**config.mk**
```make
export PLATFORM = sky130hd
export DESIGN_NAME = sgr_attribute_parser_top
export DESIGN_NICKNAME = d
export VERILOG_FILES = /design/src/sgrp_pkg.sv /design/src/sgrp_fifo.sv /design/src/sgrp_front.sv /design/src/sgrp_back.sv /design/src/sgr_attribute_parser_top.sv
export SDC_FILE = /design/constraint.sdc
export NUM_CORES = 1
export LEC_CHECK = 0
export BUFFER_PORTS_ARGS = -buffer_cell sky130_fd_sc_hd__buf_2
export CORE_ASPECT_RATIO = 2
export CORE_MARGIN = 2
export CORE_UTILIZATION = 60
export CTS_CLUSTER_SIZE = 20
export DETAILED_ROUTE_END_ITERATION = 6
export MAX_ROUTING_LAYER = met4
export PLACE_DENSITY = 0.79
export SLEW_MARGIN = 0
export SYNTH_ARGS = -nofsm -noshare
export SYNTH_HDL_FRONTEND = slang
export SYNTH_SLANG_ARGS = --single-unit
export TNS_END_PERCENT = 30
```
**constraint.sdc**
```tcl
create_clock -name i_clk -period 13.2 [get_ports i_clk]
set_clock_uncertainty 0.1 [all_clocks]
set_input_delay 1.32 -clock i_clk [delete_from_list [all_inputs] [get_ports i_clk]]
set_output_delay 1.32 -clock i_clk [all_outputs]
set_load 0.03 [all_outputs]
```
**src/sgrp_pkg.sv**
```systemverilog
package sgrp_pkg;

    // Codes, seen through a 7-bit window; anything at or above 128 reads as CODE_NONE
    localparam logic [6:0] CODE_RESET     = 7'd0;
    localparam logic [6:0] CODE_BOLD      = 7'd1;
    localparam logic [6:0] CODE_FAINT     = 7'd2;
    localparam logic [6:0] CODE_ITALIC    = 7'd3;
    localparam logic [6:0] CODE_UNDERLINE = 7'd4;
    localparam logic [6:0] CODE_BLINK     = 7'd5;
    localparam logic [6:0] CODE_BLINK_FAST = 7'd6;
    localparam logic [6:0] CODE_INVERSE   = 7'd7;
    localparam logic [6:0] CODE_CONCEAL   = 7'd8;
    localparam logic [6:0] CODE_STRIKE    = 7'd9;
    localparam logic [6:0] CODE_NO_BOLD   = 7'd21;
    localparam logic [6:0] CODE_NORMAL    = 7'd22;
    localparam logic [6:0] CODE_NO_ITALIC = 7'd23;
    localparam logic [6:0] CODE_NO_UNDER  = 7'd24;
    localparam logic [6:0] CODE_NO_BLINK  = 7'd25;
    localparam logic [6:0] CODE_NO_INV    = 7'd27;
    localparam logic [6:0] CODE_NO_CONC   = 7'd28;
    localparam logic [6:0] CODE_NO_STRIKE = 7'd29;
    localparam logic [6:0] CODE_FG_BASE   = 7'd30;
    localparam logic [6:0] CODE_FG_TOP    = 7'd37;
    localparam logic [6:0] CODE_FG_EXT    = 7'd38;
    localparam logic [6:0] CODE_FG_DEF    = 7'd39;
    localparam logic [6:0] CODE_BG_BASE   = 7'd40;
    localparam logic [6:0] CODE_BG_TOP    = 7'd47;
    localparam logic [6:0] CODE_BG_EXT    = 7'd48;
    localparam logic [6:0] CODE_BG_DEF    = 7'd49;
    localparam logic [6:0] CODE_FG_HI_BASE = 7'd90;
    localparam logic [6:0] CODE_FG_HI_TOP = 7'd97;
    localparam logic [6:0] CODE_BG_HI_BASE = 7'd100;
    localparam logic [6:0] CODE_BG_HI_TOP = 7'd107;
    localparam logic [6:0] CODE_NONE      = 7'd127;

    localparam logic [6:0] SEL_INDEX = 7'd5;
    localparam logic [6:0] SEL_RGB   = 7'd2;

    localparam logic [1:0] KIND_DEFAULT = 2'd0;
    localparam logic [1:0] KIND_BASIC   = 2'd1;
    localparam logic [1:0] KIND_INDEX   = 2'd2;
    localparam logic [1:0] KIND_RGB     = 2'd3;

    localparam logic [7:0] CHAR_ZERO = 8'h30;
    localparam logic [7:0] CHAR_NINE = 8'h39;
    localparam logic [7:0] CHAR_SEMI = 8'h3B;

    localparam logic OP_BODY = 1'b0;
    localparam logic OP_END  = 1'b1;

    typedef struct packed {
        logic [7:0]  style_flags;
        logic [1:0]  fore_kind;
        logic [23:0] fore_value;
        logic [1:0]  back_kind;
        logic [23:0] back_value;
    } t_result;

endpackage

```
**src/sgrp_fifo.sv**
```systemverilog
module sgrp_fifo #(
    parameter int WIDTH = 8,
    parameter int DEPTH = 4
) (
    input  logic             i_clk,
    input  logic             i_rst_n,
    input  logic             i_push,
    input  logic [WIDTH-1:0] i_data,
    output logic             o_full,
    input  logic             i_pop,
    output logic [WIDTH-1:0] o_data,
    output logic             o_empty
);

    localparam int AW = $clog2(DEPTH);

    logic [WIDTH-1:0] r_mem [DEPTH];
    logic [AW:0]      r_wr;
    logic [AW:0]      r_rd;
    logic [AW:0]      n_wr;
    logic [AW:0]      n_rd;
    logic             do_push;
    logic             do_pop;
    logic [AW:0]      count;

    assign o_full  = (r_wr[AW] != r_rd[AW]) && (r_wr[AW-1:0] == r_rd[AW-1:0]);
    assign o_empty = (r_wr == r_rd);
    assign do_push = i_push && !o_full;
    assign do_pop  = i_pop && !o_empty;
    assign n_wr    = r_wr + (AW+1)'(1);
    assign n_rd    = r_rd + (AW+1)'(1);
    assign o_data  = r_mem[r_rd[AW-1:0]];
    assign count   = r_wr - r_rd;

    always_ff @(posedge i_clk) begin
        if (do_push) begin
            r_mem[r_wr[AW-1:0]] <= i_data;
        end
    end

    always_ff @(posedge i_clk) begin
        if (!i_rst_n) begin
            r_wr <= '0;
            r_rd <= '0;
        end else begin
            if (do_push) begin
                r_wr <= n_wr;
            end
            if (do_pop) begin
                r_rd <= n_rd;
            end
        end
    end

`ifndef ASSERT_OFF
    a_count_bound: assert property (@(posedge i_clk) disable iff (!i_rst_n)
        count <= (AW+1)'(DEPTH))
        else $error("fifo count beyond depth");

    a_push_grows: assert property (@(posedge i_clk) disable iff (!i_rst_n)
        (do_push && !do_pop) |=> (count == $past(count) + (AW+1)'(1)))
        else $error("fifo count did not grow on push");

    a_pop_shrinks: assert property (@(posedge i_clk) disable iff (!i_rst_n)
        (do_pop && !do_push) |=> (count == $past(count) - (AW+1)'(1)))
        else $error("fifo count did not shrink on pop");
`endif

endmodule

```
**src/sgrp_front.sv**
```systemverilog
module sgrp_front #(
    parameter int NUMBER_WIDTH = 16
) (
    input  logic                  i_clk,
    input  logic                  i_rst_n,
    input  logic                  i_push,
    input  logic                  i_opcode,
    input  logic [7:0]            i_body_byte,
    input  logic                  i_tok_full,
    output logic                  o_tok_push,
    output logic [NUMBER_WIDTH:0] o_tok_data
);

    localparam int PW = NUMBER_WIDTH + 4;
    localparam logic [NUMBER_WIDTH-1:0] ACC_MAX = '1;

    logic [NUMBER_WIDTH-1:0] r_acc;
    logic [NUMBER_WIDTH-1:0] n_acc;
    logic                    accept;
    logic                    is_digit;
    logic [7:0]              digit;
    logic [PW-1:0]           prod;

    assign accept   = i_push && !i_tok_full;
    assign is_digit = (i_body_byte >= sgrp_pkg::CHAR_ZERO) && (i_body_byte <= sgrp_pkg::CHAR_NINE);
    assign digit    = i_body_byte - sgrp_pkg::CHAR_ZERO;
    assign prod     = ({4'b0, r_acc} << 3) + ({4'b0, r_acc} << 1) + PW'(digit[3:0]);

    // token: end flag over the closed parameter
    assign o_tok_push = accept && ((i_opcode == sgrp_pkg::OP_END) ||
                                   (i_body_byte == sgrp_pkg::CHAR_SEMI));
    assign o_tok_data = {i_opcode, r_acc};

    always_comb begin
        n_acc = r_acc;
        if (o_tok_push) begin
            n_acc = '0;
        end else if (accept && is_digit) begin
            n_acc = (prod > PW'(ACC_MAX)) ? ACC_MAX : prod[NUMBER_WIDTH-1:0];
        end
    end

    always_ff @(posedge i_clk) begin
        if (!i_rst_n) begin
            r_acc <= '0;
        end else begin
            r_acc <= n_acc;
        end
    end

endmodule

```
**src/sgrp_back.sv**
```systemverilog
module sgrp_back #(
    parameter int NUMBER_WIDTH = 16
) (
    input  logic                  i_clk,
    input  logic                  i_rst_n,
    input  logic                  i_tok_empty,
    input  logic [NUMBER_WIDTH:0] i_tok_data,
    output logic                  o_tok_pop,
    input  logic                  i_res_full,
    output logic                  o_res_push,
    output sgrp_pkg::t_result     o_res_data
);

    typedef enum logic [2:0] {
        PH_IDLE,
        PH_SEL,
        PH_IDX,
        PH_RED,
        PH_GREEN,
        PH_BLUE
    } t_phase;

    t_phase      r_phase;
    t_phase      n_phase;
    logic        r_to_back;
    logic        n_to_back;
    logic [7:0]  r_red;
    logic [7:0]  n_red;
    logic [7:0]  r_green;
    logic [7:0]  n_green;
    logic [7:0]  r_flags;
    logic [7:0]  n_flags;
    logic [1:0]  r_fk;
    logic [1:0]  n_fk;
    logic [23:0] r_fv;
    logic [23:0] n_fv;
    logic [1:0]  r_bk;
    logic [1:0]  n_bk;
    logic [23:0] r_bv;
    logic [23:0] n_bv;

    logic                    tok_end;
    logic [NUMBER_WIDTH-1:0] v;
    logic [7:0]              low8;
    logic [6:0]              code;
    logic [6:0]              off;
    logic                    do_apply;
    logic                    ext_set;
    logic [1:0]              ext_kind;
    logic [23:0]             ext_val;

    assign tok_end    = i_tok_data[NUMBER_WIDTH];
    assign v          = i_tok_data[NUMBER_WIDTH-1:0];
    assign low8       = v[7:0];
    assign code       = (|v[NUMBER_WIDTH-1:7]) ? sgrp_pkg::CODE_NONE : v[6:0];
    assign o_tok_pop  = !i_tok_empty && (!tok_end || !i_res_full);
    assign o_res_push = o_tok_pop && tok_end;
    assign o_res_data = '{style_flags: n_flags, fore_kind: n_fk, fore_value: n_fv,
                          back_kind: n_bk, back_value: n_bv};

    always_comb begin
        n_phase   = r_phase;
        n_to_back = r_to_back;
        n_red     = r_red;
        n_green   = r_green;
        n_flags   = r_flags;
        n_fk      = r_fk;
        n_fv      = r_fv;
        n_bk      = r_bk;
        n_bv      = r_bv;
        do_apply  = 1'b0;
        ext_set   = 1'b0;
        ext_kind  = sgrp_pkg::KIND_INDEX;
        ext_val   = {16'd0, low8};
        off       = '0;

        if (o_tok_pop) begin
            case (r_phase)
                PH_SEL: begin
                    n_phase = PH_IDLE;
                    if (code == sgrp_pkg::SEL_INDEX) begin
                        n_phase = PH_IDX;
                    end else if (code == sgrp_pkg::SEL_RGB) begin
                        n_phase = PH_RED;
                    end else begin
                        do_apply = 1'b1;
                    end
                end
                PH_IDX: begin
                    ext_set = 1'b1;
                    n_phase = PH_IDLE;
                end
                PH_RED: begin
                    n_red   = low8;
                    n_phase = PH_GREEN;
                end
                PH_GREEN: begin
                    n_green = low8;
                    n_phase = PH_BLUE;
                end
                PH_BLUE: begin
                    ext_set  = 1'b1;
                    ext_kind = sgrp_pkg::KIND_RGB;
                    ext_val  = {r_red, r_green, low8};
                    n_phase  = PH_IDLE;
                end
                default: begin
                    n_phase  = PH_IDLE;
                    do_apply = 1'b1;
                end
            endcase

            if (ext_set) begin
                if (r_to_back) begin
                    n_bk = ext_kind;
                    n_bv = ext_val;
                end else begin
                    n_fk = ext_kind;
                    n_fv = ext_val;
                end
            end

            if (do_apply) begin
                case (code)
                    sgrp_pkg::CODE_RESET: begin
                        n_flags = '0;
                        n_fk    = sgrp_pkg::KIND_DEFAULT;
                        n_fv    = '0;
                        n_bk    = sgrp_pkg::KIND_DEFAULT;
                        n_bv    = '0;
                    end
                    sgrp_pkg::CODE_BOLD:       n_flags = r_flags | 8'h01;
                    sgrp_pkg::CODE_FAINT:      n_flags = r_flags | 8'h02;
                    sgrp_pkg::CODE_ITALIC:     n_flags = r_flags | 8'h04;
                    sgrp_pkg::CODE_UNDERLINE:  n_flags = r_flags | 8'h08;
                    sgrp_pkg::CODE_BLINK,
                    sgrp_pkg::CODE_BLINK_FAST: n_flags = r_flags | 8'h10;
                    sgrp_pkg::CODE_INVERSE:    n_flags = r_flags | 8'h20;
                    sgrp_pkg::CODE_CONCEAL:    n_flags = r_flags | 8'h40;
                    sgrp_pkg::CODE_STRIKE:     n_flags = r_flags | 8'h80;
                    sgrp_pkg::CODE_NO_BOLD,
                    sgrp_pkg::CODE_NORMAL:     n_flags = r_flags & ~8'h03;
                    sgrp_pkg::CODE_NO_ITALIC:  n_flags = r_flags & ~8'h04;
                    sgrp_pkg::CODE_NO_UNDER:   n_flags = r_flags & ~8'h08;
                    sgrp_pkg::CODE_NO_BLINK:   n_flags = r_flags & ~8'h10;
                    sgrp_pkg::CODE_NO_INV:     n_flags = r_flags & ~8'h20;
                    sgrp_pkg::CODE_NO_CONC:    n_flags = r_flags & ~8'h40;
                    sgrp_pkg::CODE_NO_STRIKE:  n_flags = r_flags & ~8'h80;
                    sgrp_pkg::CODE_FG_DEF: begin
                        n_fk = sgrp_pkg::KIND_DEFAULT;
                        n_fv = '0;
                    end
                    sgrp_pkg::CODE_BG_DEF: begin
                        n_bk = sgrp_pkg::KIND_DEFAULT;
                        n_bv = '0;
                    end
                    sgrp_pkg::CODE_FG_EXT: begin
                        n_to_back = 1'b0;
                        n_phase   = PH_SEL;
                    end
                    sgrp_pkg::CODE_BG_EXT: begin
                        n_to_back = 1'b1;
                        n_phase   = PH_SEL;
                    end
                    default: begin
                        if (code inside {[sgrp_pkg::CODE_FG_BASE:sgrp_pkg::CODE_FG_TOP]}) begin
                            off  = code - sgrp_pkg::CODE_FG_BASE;
                            n_fk = sgrp_pkg::KIND_BASIC;
                            n_fv = {21'd0, off[2:0]};
                        end else if (code inside
                                     {[sgrp_pkg::CODE_BG_BASE:sgrp_pkg::CODE_BG_TOP]}) begin
                            off  = code - sgrp_pkg::CODE_BG_BASE;
                            n_bk = sgrp_pkg::KIND_BASIC;
                            n_bv = {21'd0, off[2:0]};
                        end else if (code inside
                                     {[sgrp_pkg::CODE_FG_HI_BASE:sgrp_pkg::CODE_FG_HI_TOP]}) begin
                            off  = code - sgrp_pkg::CODE_FG_HI_BASE;
                            n_fk = sgrp_pkg::KIND_BASIC;
                            n_fv = {20'd0, 1'b1, off[2:0]};
                        end else if (code inside
                                     {[sgrp_pkg::CODE_BG_HI_BASE:sgrp_pkg::CODE_BG_HI_TOP]}) begin
                            off  = code - sgrp_pkg::CODE_BG_HI_BASE;
                            n_bk = sgrp_pkg::KIND_BASIC;
                            n_bv = {20'd0, 1'b1, off[2:0]};
                        end
                    end
                endcase
            end

            // end marker drops any unfinished extended sequence
            if (tok_end) begin
                n_phase = PH_IDLE;
            end
        end
    end

    always_ff @(posedge i_clk) begin
        if (!i_rst_n) begin
            r_phase   <= PH_IDLE;
            r_to_back <= 1'b0;
            r_red     <= '0;
            r_green   <= '0;
            r_flags   <= '0;
            r_fk      <= sgrp_pkg::KIND_DEFAULT;
            r_fv      <= '0;
            r_bk      <= sgrp_pkg::KIND_DEFAULT;
            r_bv      <= '0;
        end else begin
            r_phase   <= n_phase;
            r_to_back <= n_to_back;
            r_red     <= n_red;
            r_green   <= n_green;
            r_flags   <= n_flags;
            r_fk      <= n_fk;
            r_fv      <= n_fv;
            r_bk      <= n_bk;
            r_bv      <= n_bv;
        end
    end

`ifndef ASSERT_OFF
    a_end_idles: assert property (@(posedge i_clk) disable iff (!i_rst_n)
        o_res_push |=> (r_phase == PH_IDLE))
        else $error("phase not idle after end marker");

    a_default_zero: assert property (@(posedge i_clk) disable iff (!i_rst_n)
        (r_fk != sgrp_pkg::KIND_DEFAULT || r_fv == '0) &&
        (r_bk != sgrp_pkg::KIND_DEFAULT || r_bv == '0))
        else $error("default colour with nonzero value");

    a_idle_hold: assert property (@(posedge i_clk) disable iff (!i_rst_n)
        !o_tok_pop |=> ($stable(r_flags) && $stable(r_phase) && $stable(r_fv) &&
                        $stable(r_bv)))
        else $error("attributes changed without a parameter");
`endif

endmodule

```
**src/sgr_attribute_parser_top.sv**
```systemverilog
// Channel  | Direction | Handshake            | Payload
// ---------+-----------+----------------------+------------------------------------------
// request  | in        | i_push / o_full      | i_opcode, i_body_byte
// result   | out       | o_empty / i_pop      | o_style_flags, o_fore_kind, o_fore_value,
//          |           |                      | o_back_kind, o_back_value
//
// One request per cycle while o_full is low; a digit, ';' or end marker is parsed in the
// cycle it is taken. Closed parameters cross a TOKEN_DEPTH queue to the attribute stage, one
// per cycle unless it stalls. An end marker's result enters the result queue at the edge its
// token leaves the token queue, so o_empty falls only after that pop. o_full rises only when
// the token queue is full; a full result queue stalls the attribute stage at an end marker.
// Synchronous active-low reset empties both queues and returns attributes to default.
module sgr_attribute_parser_top #(
    parameter int NUMBER_WIDTH = 16,
    parameter int TOKEN_DEPTH  = 4,
    parameter int RESULT_DEPTH = 2
) (
    input  logic        i_clk,
    input  logic        i_rst_n,
    input  logic        i_push,
    output logic        o_full,
    input  logic        i_opcode,
    input  logic [7:0]  i_body_byte,
    output logic        o_empty,
    input  logic        i_pop,
    output logic [7:0]  o_style_flags,
    output logic [1:0]  o_fore_kind,
    output logic [23:0] o_fore_value,
    output logic [1:0]  o_back_kind,
    output logic [23:0] o_back_value
);

    localparam int RW = $bits(sgrp_pkg::t_result);

    logic                  tok_push;
    logic [NUMBER_WIDTH:0] tok_wdata;
    logic                  tok_full;
    logic                  tok_pop;
    logic [NUMBER_WIDTH:0] tok_rdata;
    logic                  tok_empty;
    logic                  res_push;
    logic                  res_full;
    sgrp_pkg::t_result     res_wdata;
    sgrp_pkg::t_result     res_rdata;

    assign o_full        = tok_full;
    assign o_style_flags = res_rdata.style_flags;
    assign o_fore_kind   = res_rdata.fore_kind;
    assign o_fore_value  = res_rdata.fore_value;
    assign o_back_kind   = res_rdata.back_kind;
    assign o_back_value  = res_rdata.back_value;

    sgrp_front #(
        .NUMBER_WIDTH(NUMBER_WIDTH)
    ) u_front (
        .i_clk      (i_clk),
        .i_rst_n    (i_rst_n),
        .i_push     (i_push),
        .i_opcode   (i_opcode),
        .i_body_byte(i_body_byte),
        .i_tok_full (tok_full),
        .o_tok_push (tok_push),
        .o_tok_data (tok_wdata)
    );

    sgrp_fifo #(
        .WIDTH(NUMBER_WIDTH + 1),
        .DEPTH(TOKEN_DEPTH)
    ) u_tok_fifo (
        .i_clk  (i_clk),
        .i_rst_n(i_rst_n),
        .i_push (tok_push),
        .i_data (tok_wdata),
        .o_full (tok_full),
        .i_pop  (tok_pop),
        .o_data (tok_rdata),
        .o_empty(tok_empty)
    );

    sgrp_back #(
        .NUMBER_WIDTH(NUMBER_WIDTH)
    ) u_back (
        .i_clk      (i_clk),
        .i_rst_n    (i_rst_n),
        .i_tok_empty(tok_empty),
        .i_tok_data (tok_rdata),
        .o_tok_pop  (tok_pop),
        .i_res_full (res_full),
        .o_res_push (res_push),
        .o_res_data (res_wdata)
    );

    sgrp_fifo #(
        .WIDTH(RW),
        .DEPTH(RESULT_DEPTH)
    ) u_res_fifo (
        .i_clk  (i_clk),
        .i_rst_n(i_rst_n),
        .i_push (res_push),
        .i_data (res_wdata),
        .o_full (res_full),
        .i_pop  (i_pop),
        .o_data (res_rdata),
        .o_empty(o_empty)
    );

endmodule

```
After elaboration in Yosys (flattened, before gate mapping). Memory sizes are Yosys's and may differ from the RTL's. A register that Yosys moved wholly into a read port is not among the register bits. Index checks and enable logic that the tools add are counted.

RAM bits: 188. Memories kept: 2. Register bits after elaboration: 106. Output and inout bits: 62.

Bitwise operators: 1. Muxes and demuxes: 62. Equality and inequality tests: 33. Reductions and logical operators: 39. Add/subtract/negate cells: 11. Magnitude comparators: 11.

Memories: u_res_fifo.r_mem (depth 2, width 60, read ports 1, clocked after memory_dff 1, write ports 1, line sgrp_fifo.sv:17) `logic [WIDTH-1:0] r_mem [DEPTH];`; u_tok_fifo.r_mem (depth 4, width 17, read ports 1, clocked after memory_dff 1, write ports 1, line sgrp_fifo.sv:17).

Operators with widths (number): 24-bit two-way mux (16); 8-bit case mux with 16 select lines (1); 24-bit case mux with 2 select lines (2); 7-bit by 5-bit equality test with 1-bit output, second input constant (8); 20-bit OR reduction (2); 2-bit two-way mux (18); 7-bit by 3-bit equality test with 1-bit output, second input constant (4); 7-bit by 6-bit equality test with 1-bit output, second input constant (4); 19-bit by 17-bit adder with 20-bit output (1); 20-bit by 4-bit adder with 20-bit output (1); 20-bit by 16-bit greater-than comparator with 1-bit output, second input constant (1); 1-bit logical AND (16); 16-bit two-way mux (1); 8-bit two-way mux (2); 7-bit by 2-bit equality test with 1-bit output, second input constant (2); 7-bit by 4-bit equality test with 1-bit output, second input constant (2); 7-bit >= comparator, second input constant (2); 7-bit by 6-bit less-or-equal comparator with 1-bit output, second input constant (2); 7-bit less-or-equal comparator, second input constant (2); 2-bit OR reduction (7); 1-bit two-way mux (12); 3-bit two-way mux (4); 3-bit case mux with 3 select lines (1); 9-bit OR reduction (1); 30 further kinds (45).

Longest topological paths before layout. Gate-level depths: netlist of run 1.

Depth in word-level cells: 14. Depth in mapped cells: 17. Gate-level depth less buffers: 14.

By module. From an unflattened synthesis of run 1, not the netlist that was laid out.

Cell total of the unflattened synthesis: 1248. Area, all modules: 14545.2 µm².

By module, submodules not included: sgrp_back (times used 1, area each 5119.9 µm², cells each 665, seq. area each 1601.5 µm²); sgrp_fifo at u_res_fifo (times used 1, area each 4581.9 µm², cells each 219, seq. area each 3703.6 µm²); sgrp_fifo at u_tok_fifo (times used 1, area each 3020.4 µm², cells each 157, seq. area each 2202.1 µm²); sgrp_front (times used 1, area each 1823.0 µm², cells each 207, seq. area each 320.3 µm²).

Least setup slack after synthesis of run 1. No wires, ideal clock.

Path type: reg2reg. From: register (tool-made name). To: memory u_res_fifo.r_mem[0][0] (netlist bit) (enable). Path slack: 8.666 ns. Setup time: 0.485 ns. Clock period less this slack: 4.534 ns. Arrival: 3.949 ns. Cell stages (with the launch flop): 6. Path through: dfxtp_1 > buf_6 > buf_6 > mux4_2 > nor3b_1 > nor2b_1.

RTL lines (line): end: declaration (sgrp_fifo.sv:17).

==> results of run 1 <==
## Yosys cell counts, types with 7 or more instances
master	count	area [um2]
o211ai_1	11	82.6
a21oi_1	50	250
o21ai_0	46	230
o21a_1	11	82.6
a21o_1	8	60.1
and2_1	39	244
nor3_1	42	210
o221a_2	16	180
nand3_1	13	65.1
xnor2_1	16	140
nand2b_1	9	56.3
o31a_1	7	61.3
a22oi_1	35	263
xor2_1	11	96.3
nor2_1	87	327
mux2_2	62	698
ha_1	41	513
nor2b_1	10	62.6
buf_2	9	45.0
nand2_1	72	270
edfxtp_1	188	5650
nor4_1	13	81.3
clkbuf_1	41	154
or4_1	7	52.6
o21ai_1	10	50.1
mux2i_1	19	190
dfxtp_1	109	2180
mux4_2	8	180
inv_1	22	82.6
## worst reg2reg max path, cell delays in order, from the launching register on
cell       delay [ns]
edfxtp_1         0.38
or4_1            0.54
nor3_1           0.24
o21a_1           0.48
o21ai_0          0.37
nor2_1           0.39
inv_1            0.13
ha_1             0.20
a2111oi_0        0.34
a31oi_1          0.07
o21ai_0          0.43
a32o_2           0.25
o211a_2          0.48
o21ai_0          0.27
and2_1           0.21
## flip-flops by register name (all words and copies together) (netlist names), 8 cells and up, named ones only
| signal | count |
|---|---|
| u_back.r_green | 8 |
| u_back.r_red | 8 |
| u_front.r_acc | 16 |
| u_tok_fifo.r_mem | 68 |
| u_back.r_flags | 8 |
| u_res_fifo.r_mem | 120 |
| u_back.r_bv | 24 |
| u_back.r_fv | 24 |
## cell type report
class | instances | area (um2) | area share
Clock buffer | 28 | 616 | 0.0414
Clock inverter | 16 | 118 | 0.00792
Multi-Input combinational cell | 750 | 5410 | 0.364
Tap cell | 280 | 350 | 0.0236
Inverter | 24 | 90.1 | 0.00606
Timing Repair Buffer | 84 | 445 | 0.0300
Sequential cell | 297 | 7830 | 0.527
## kinds of logic (layout without fill, tap and decap cells)
family	after synthesis	after routing
buf+inv	88	152
mux	89	89
compound gates	267	267
fa+ha+maj	43	43
simple gates	324	324
xor+xnor	27	27
flops	297	297
## metal layers
metal | up-vias | part of all wire | GRT usage
met4 | 0 | 0.020 | 0.0667
met3 | 49 | 0.060 | 0.0242
met5 | - | 0 | -
met2 | 397 | 0.50 | 0.422
li1 | 4398 | - | -
met1 | 4568 | 0.42 | 0.325
## path summary, 6_finish.rpt
| kind | start | to | cells past startpoint |
|---|---|---|---|
| worst max-delay path | u_tok_fifo.r_mem[2][12]$_DFFE_PP_ | u_back.r_fv[10]$_SDFF_PN0_ | 14 |
| worst min-delay path | u_back.r_fv[5]$_SDFF_PN0_ | u_back.r_fv[5]$_SDFF_PN0_ | 2 |
| worst max register to register | u_tok_fifo.r_mem[2][12]$_DFFE_PP_ | u_back.r_fv[10]$_SDFF_PN0_ | 14 |
| worst min register to register | u_back.r_fv[5]$_SDFF_PN0_ | u_back.r_fv[5]$_SDFF_PN0_ | 2 |
## metrics by stage
stage          std cells  power, W  hold slack (ns)
2_1_floorplan       1135   0.00180            0.360
3_3_place_gp        1435   0.00199            0.375
3_5_place_dp        1435   0.00201            0.400
4_1_cts             1479   0.00267            0.409
5_1_grt             1479   0.00277            0.448
6_report            1479   0.00266            0.409
## where the power goes
group          internal [W]  switching [W]  leakage, nW
Clock              0.000356       0.000315        0.355
Combinational      0.000260       0.000592         2.50
Sequential          0.00110      0.0000414         2.61
==> qor.yml, run 1 <==
antenna_cells: 0
drc: 0
yosys.area_share.simple: 0.119
hold_viol_final: 0
worst-path-buf-inv: 1
synth-xor-area-share: 0.0174
grt-ovfl-total: 0
hpwl_mm: 19.6
leakagePower_nw: 5.47
layout_common_cells: "188 x edfxtp_1, 108 x dfxtp_1, 86 x nor2_1, 74 x buf_2, 72 x nand2_1"
numCtsBuffers: 24
drt_iter0_markers: 776
ys_seq_area_frac: 0.575
boundaryPins: 75
postCtsSetupRepairBufs: 0
synth.area.mux_share: 0.0785
portBuffers: 74
fin_crit_sh: 0.376
synth_edf_count: 188
ys.flop_type: "edfxtp_1"
fp.dieH_um: 217
stdcell_area_mm2: 0.0149
antenna_found_initial: 0
tightest_slew_ns: 1.08
cp.arrival_ns: 5.30
power.density_mw_per_mm2: 179
numClockSinks: 297
drv_slew: 0
end_kind: "flip-flop"
grt_max_degree: 62
final_util: 0.662
finalWorstSetupSlack_ns: 8.23
wl_per_cell_um: 20.1
synth_cells: 1135
cts_resized: 0
fillers: 1673
finalSetupTns_ns: 0
worst_setup_path_start_kind: "flip-flop"
synthDistinctLibCells: 84
htree_levels: 1
synth_compound_area_frac: 0.141
dp_slack_ns: 8.31
clockRootBuffer: "clkbuf_16"
drt-pass1-iter-count: 6
cts.clk_slew.worst_paths_ns: 0.07
rsz0062_at_grt: "false"
cp_cell_sequence: "or4_1 -> nor3_1 -> o21a_1 -> o21ai_0 -> nor2_1 -> inv_1 -> ha_1 -> a2111oi_0 -> a31oi_1 -> o21ai_0 -> a32o_2 -> o211a_2 -> o21ai_0 -> and2_1"
cp.required_ns: 13.53
max_freq_mhz: 201
wirelength_mm: 29.8
hold_class: "flip-flop to flip-flop"
cp_slowest_stage_delay_ns: 0.54
critical_path.top_delay_family: "compound AO/OA/AOI/OAI gates"
ant_nets: 0
synthAdderAreaFrac: 0.0406
hold_buffers: 0
path_max_fanout: 17
gp_congestion: 0.947
vias: 9412
min_period_ns: 4.97
die_area_mm2: 0.0240
critical_path_class: "flip-flop to flip-flop"
status: "finished, final reports clean"
die_x_um: 111
layout.nets: 1237
initial_utilization: 0.607
async_flop_share: 0
area_growth_pct: 9.12
drive_gt1_frac: 0.188
syn-num-nets: 1191
r2r_slack_ns: 8.23
crit_slowest_cell: "or4_1"
cts_tree: "built"
core_mm2: 0.0224
yosysWarningCount: 0
synth-seq-cells: 297
netlist_area_mm2: 0.0136
placed_area_mm2: 0.0141
drv_cap: 0
clk_path_buf_depth: 3
irDropWorstVdd_uv: 248
grt_pass1_vias: 9052
grt_pass1_wl_mm: 47.5
rows: 78
maxSlewHeadroom: 0.274
setup_viol: 0
grt_use_total: 0.249
synth_top_family_by_area: "compound AO/OA/AOI/OAI gates"
insertion_delay_ns: 0.54
avgSynthCellArea_um2: 12.0
final_common_cell: "edfxtp_1"
crit_top_cell: "o21ai_0"
viasPerCell: 6.36
Power figures use the tool's default switching activity.
==> inputs of run 2 (changes only) <==
Settings changed: CORE_UTILIZATION 60 to 55, PLACE_DENSITY 0.79 to 0.76.
Clock period 13.2 ns to 4.1 ns, I/O delays scaled along.
==> run 2 against run 1 <==
Sequential share of layout area down 2.2 points. Count of clock-buffer cells in the layout up 3. Critical path depth down 5. Core utilization down 2.7 points. Maximum frequency up 25%. First-iteration DRC count down 20%. Routed wire length up 16%. Combinational power rose to 3.6 times the previous value. Non-clock buffer count up 52. Clock power rose to 3.6 times the previous value. Hold slack worse by 0.36 ns. Critical path type unchanged. Global-route usage up 2.2 points. Highest routed layer unchanged.
==> qor.yml, run 2 (synthesis gave the netlist of run 1 again) <==
cp.required_ns: 4.27
gp_congestion: 0.999
antenna_cells: 0
hold_buffers: 0
grt_pass1_wl_mm: 51.8
hpwl_mm: 24.9
setup_viol: 0
r2r_slack_ns: 0.14
fin_crit_sh: 0.967
tightest_slew_ns: 1.19
htree_levels: 1
grtUsageMet2: 0.517
numCtsBuffers: 25
clockRootBuffer: "clkbuf_16"
final_common_cell: "edfxtp_1"
gr-max-usage-layer: "met2"
leakagePower_nw: 5.79
finalSetupTns_ns: 0
status: "finished, final reports clean"
layout.nets: 1290
power.density_mw_per_mm2: 589
wl_per_cell_um: 21.7
portBuffers: 74
worst_hold_slack_ns: 0.0475
worst_setup_path_start_kind: "flip-flop"
area_growth_pct: 13.9
rows: 81
largest_reg_flops: 120
fp.dieH_um: 227
clk_path_buf_depth: 3
drt-pass1-iter-count: 6
ant_nets: 0
viasPerCell: 6.10
gr-usage-met3: 0.0339
vias: 9658
path_max_fanout: 20
end_kind: "flip-flop"
groute.layer.met1.usage: 0.240
drive_gt1_frac: 0.235
fillers: 1884
drv_cap: 0
drt_iter0_markers: 617
grt-ovfl-total: 0
insertion_delay_ns: 0.54
cts_tree: "built"
seq_area_mm2: 0.00783
grt_pass1_vias: 9674
cp.arrival_ns: 4.13
hold_class: "input port to flip-flop"
wirelength_mm: 34.4
initial_utilization: 0.557
cts.clk_slew.worst_paths_ns: 0.07
die_area_mm2: 0.0261
drc: 0
irDropWorstVdd_uv: 262
maxSlewHeadroom: 0.207
hold_viol_final: 0
grt_max_degree: 61
min_period_ns: 3.96
grt_use_total: 0.271
multiInputGateArea_mm2: 0.00547
critical_path_class: "flip-flop to flip-flop"
numClockSinks: 297
core_mm2: 0.0244
die_x_um: 115
antenna_found_initial: 0
boundaryPins: 75
layout_common_cells: "188 x edfxtp_1, 108 x dfxtp_1, 86 x nor2_1, 74 x buf_2, 71 x nand2_1"
max_freq_mhz: 252
drv_slew: 0
## run 2: cell count changes in the layout (fill, tap and decap cells not counted), moves of 4 or more
cell,before,now
buf_4,10,59
clkinv_1,8,3
clkinv_2,5,1
o21ai_0,46,42
## run 2: path summary, 6_finish.rpt
| path | startpoint | end | depth (start not counted) |
|---|---|---|---|
| min reg2reg | u_back.r_bv[0]$_SDFF_PN0_ | u_back.r_bv[0]$_SDFF_PN0_ | 1 |
| max | flip-flop | u_res_fifo.r_mem[1][27]$_DFFE_PP_ | 9 |
| max reg2reg | flip-flop | u_res_fifo.r_mem[1][27]$_DFFE_PP_ | 9 |
| min | i_opcode | u_tok_fifo.r_mem[2][16]$_DFFE_PP_ | 1 |
## run 2: stage by stage
| step | cells | area [um2] | utilization | power [W] | setup slack [ns] |
|---|---|---|---|---|---|
| after floorplan | 1135 | 13600 | - | 0.00578 | -0.117 |
| after CTS | 1577 | 15400 | 0.631 | 0.00909 | 0.0513 |
| after global routing | 1584 | 15500 | 0.635 | 0.00948 | -0.0280 |
| after global placement | 1532 | 14600 | 0.596 | 0.00669 | 0.193 |
| after detailed placement | 1532 | 14600 | 0.596 | 0.00671 | 0.0210 |
| final | 1584 | 15500 | 0.635 | 0.00913 | 0.137 |
## run 2: critical path, cell delays in order, from the launching register on
cell and delay, ns:
dfxtp_1 0.57, buf_4 0.26, mux4_2 0.74, nor2b_1 0.44
and2_1 0.24, o2111ai_1 0.28, o311ai_1 0.32, or4_4 0.27
nor3_1 0.06, or3_1 0.40
## run 2: layer usage
metal / share of wire / vias up / routed length (um)
met4: 0.080 / 0 / 2740
met5: 0 / - / 0
met1: 0.32 / 4626 / 11000
li1: - / 4511 / -
met3: 0.043 / 152 / 1480
met2: 0.56 / 369 / 19200
## run 2: where the power goes
group          switching (W)  internal (W)  leakage (nW)  total, W
clock                0.00107       0.00133         0.401   0.00239
sequential          0.000139       0.00354          2.61   0.00368
combinational        0.00204       0.00102          2.77   0.00306
## run 2: timing repair
item / 4_1_cts / 5_1_grt
gates cloned: 0 / 0
setup endpoints to repair: 3 / 105
setup buffers: 0 / 7
pin swaps: 0 / 5
gates resized for setup: 2 / 14
## run 2: final cells by class
type                       count  area share
clock inverter                14      0.0102
sequential                   297       0.505
tap                          332      0.0268
clock buffer                  31      0.0437
inverter                      24     0.00581
multi-input combinational    750       0.353
timing repair buffer         136      0.0563
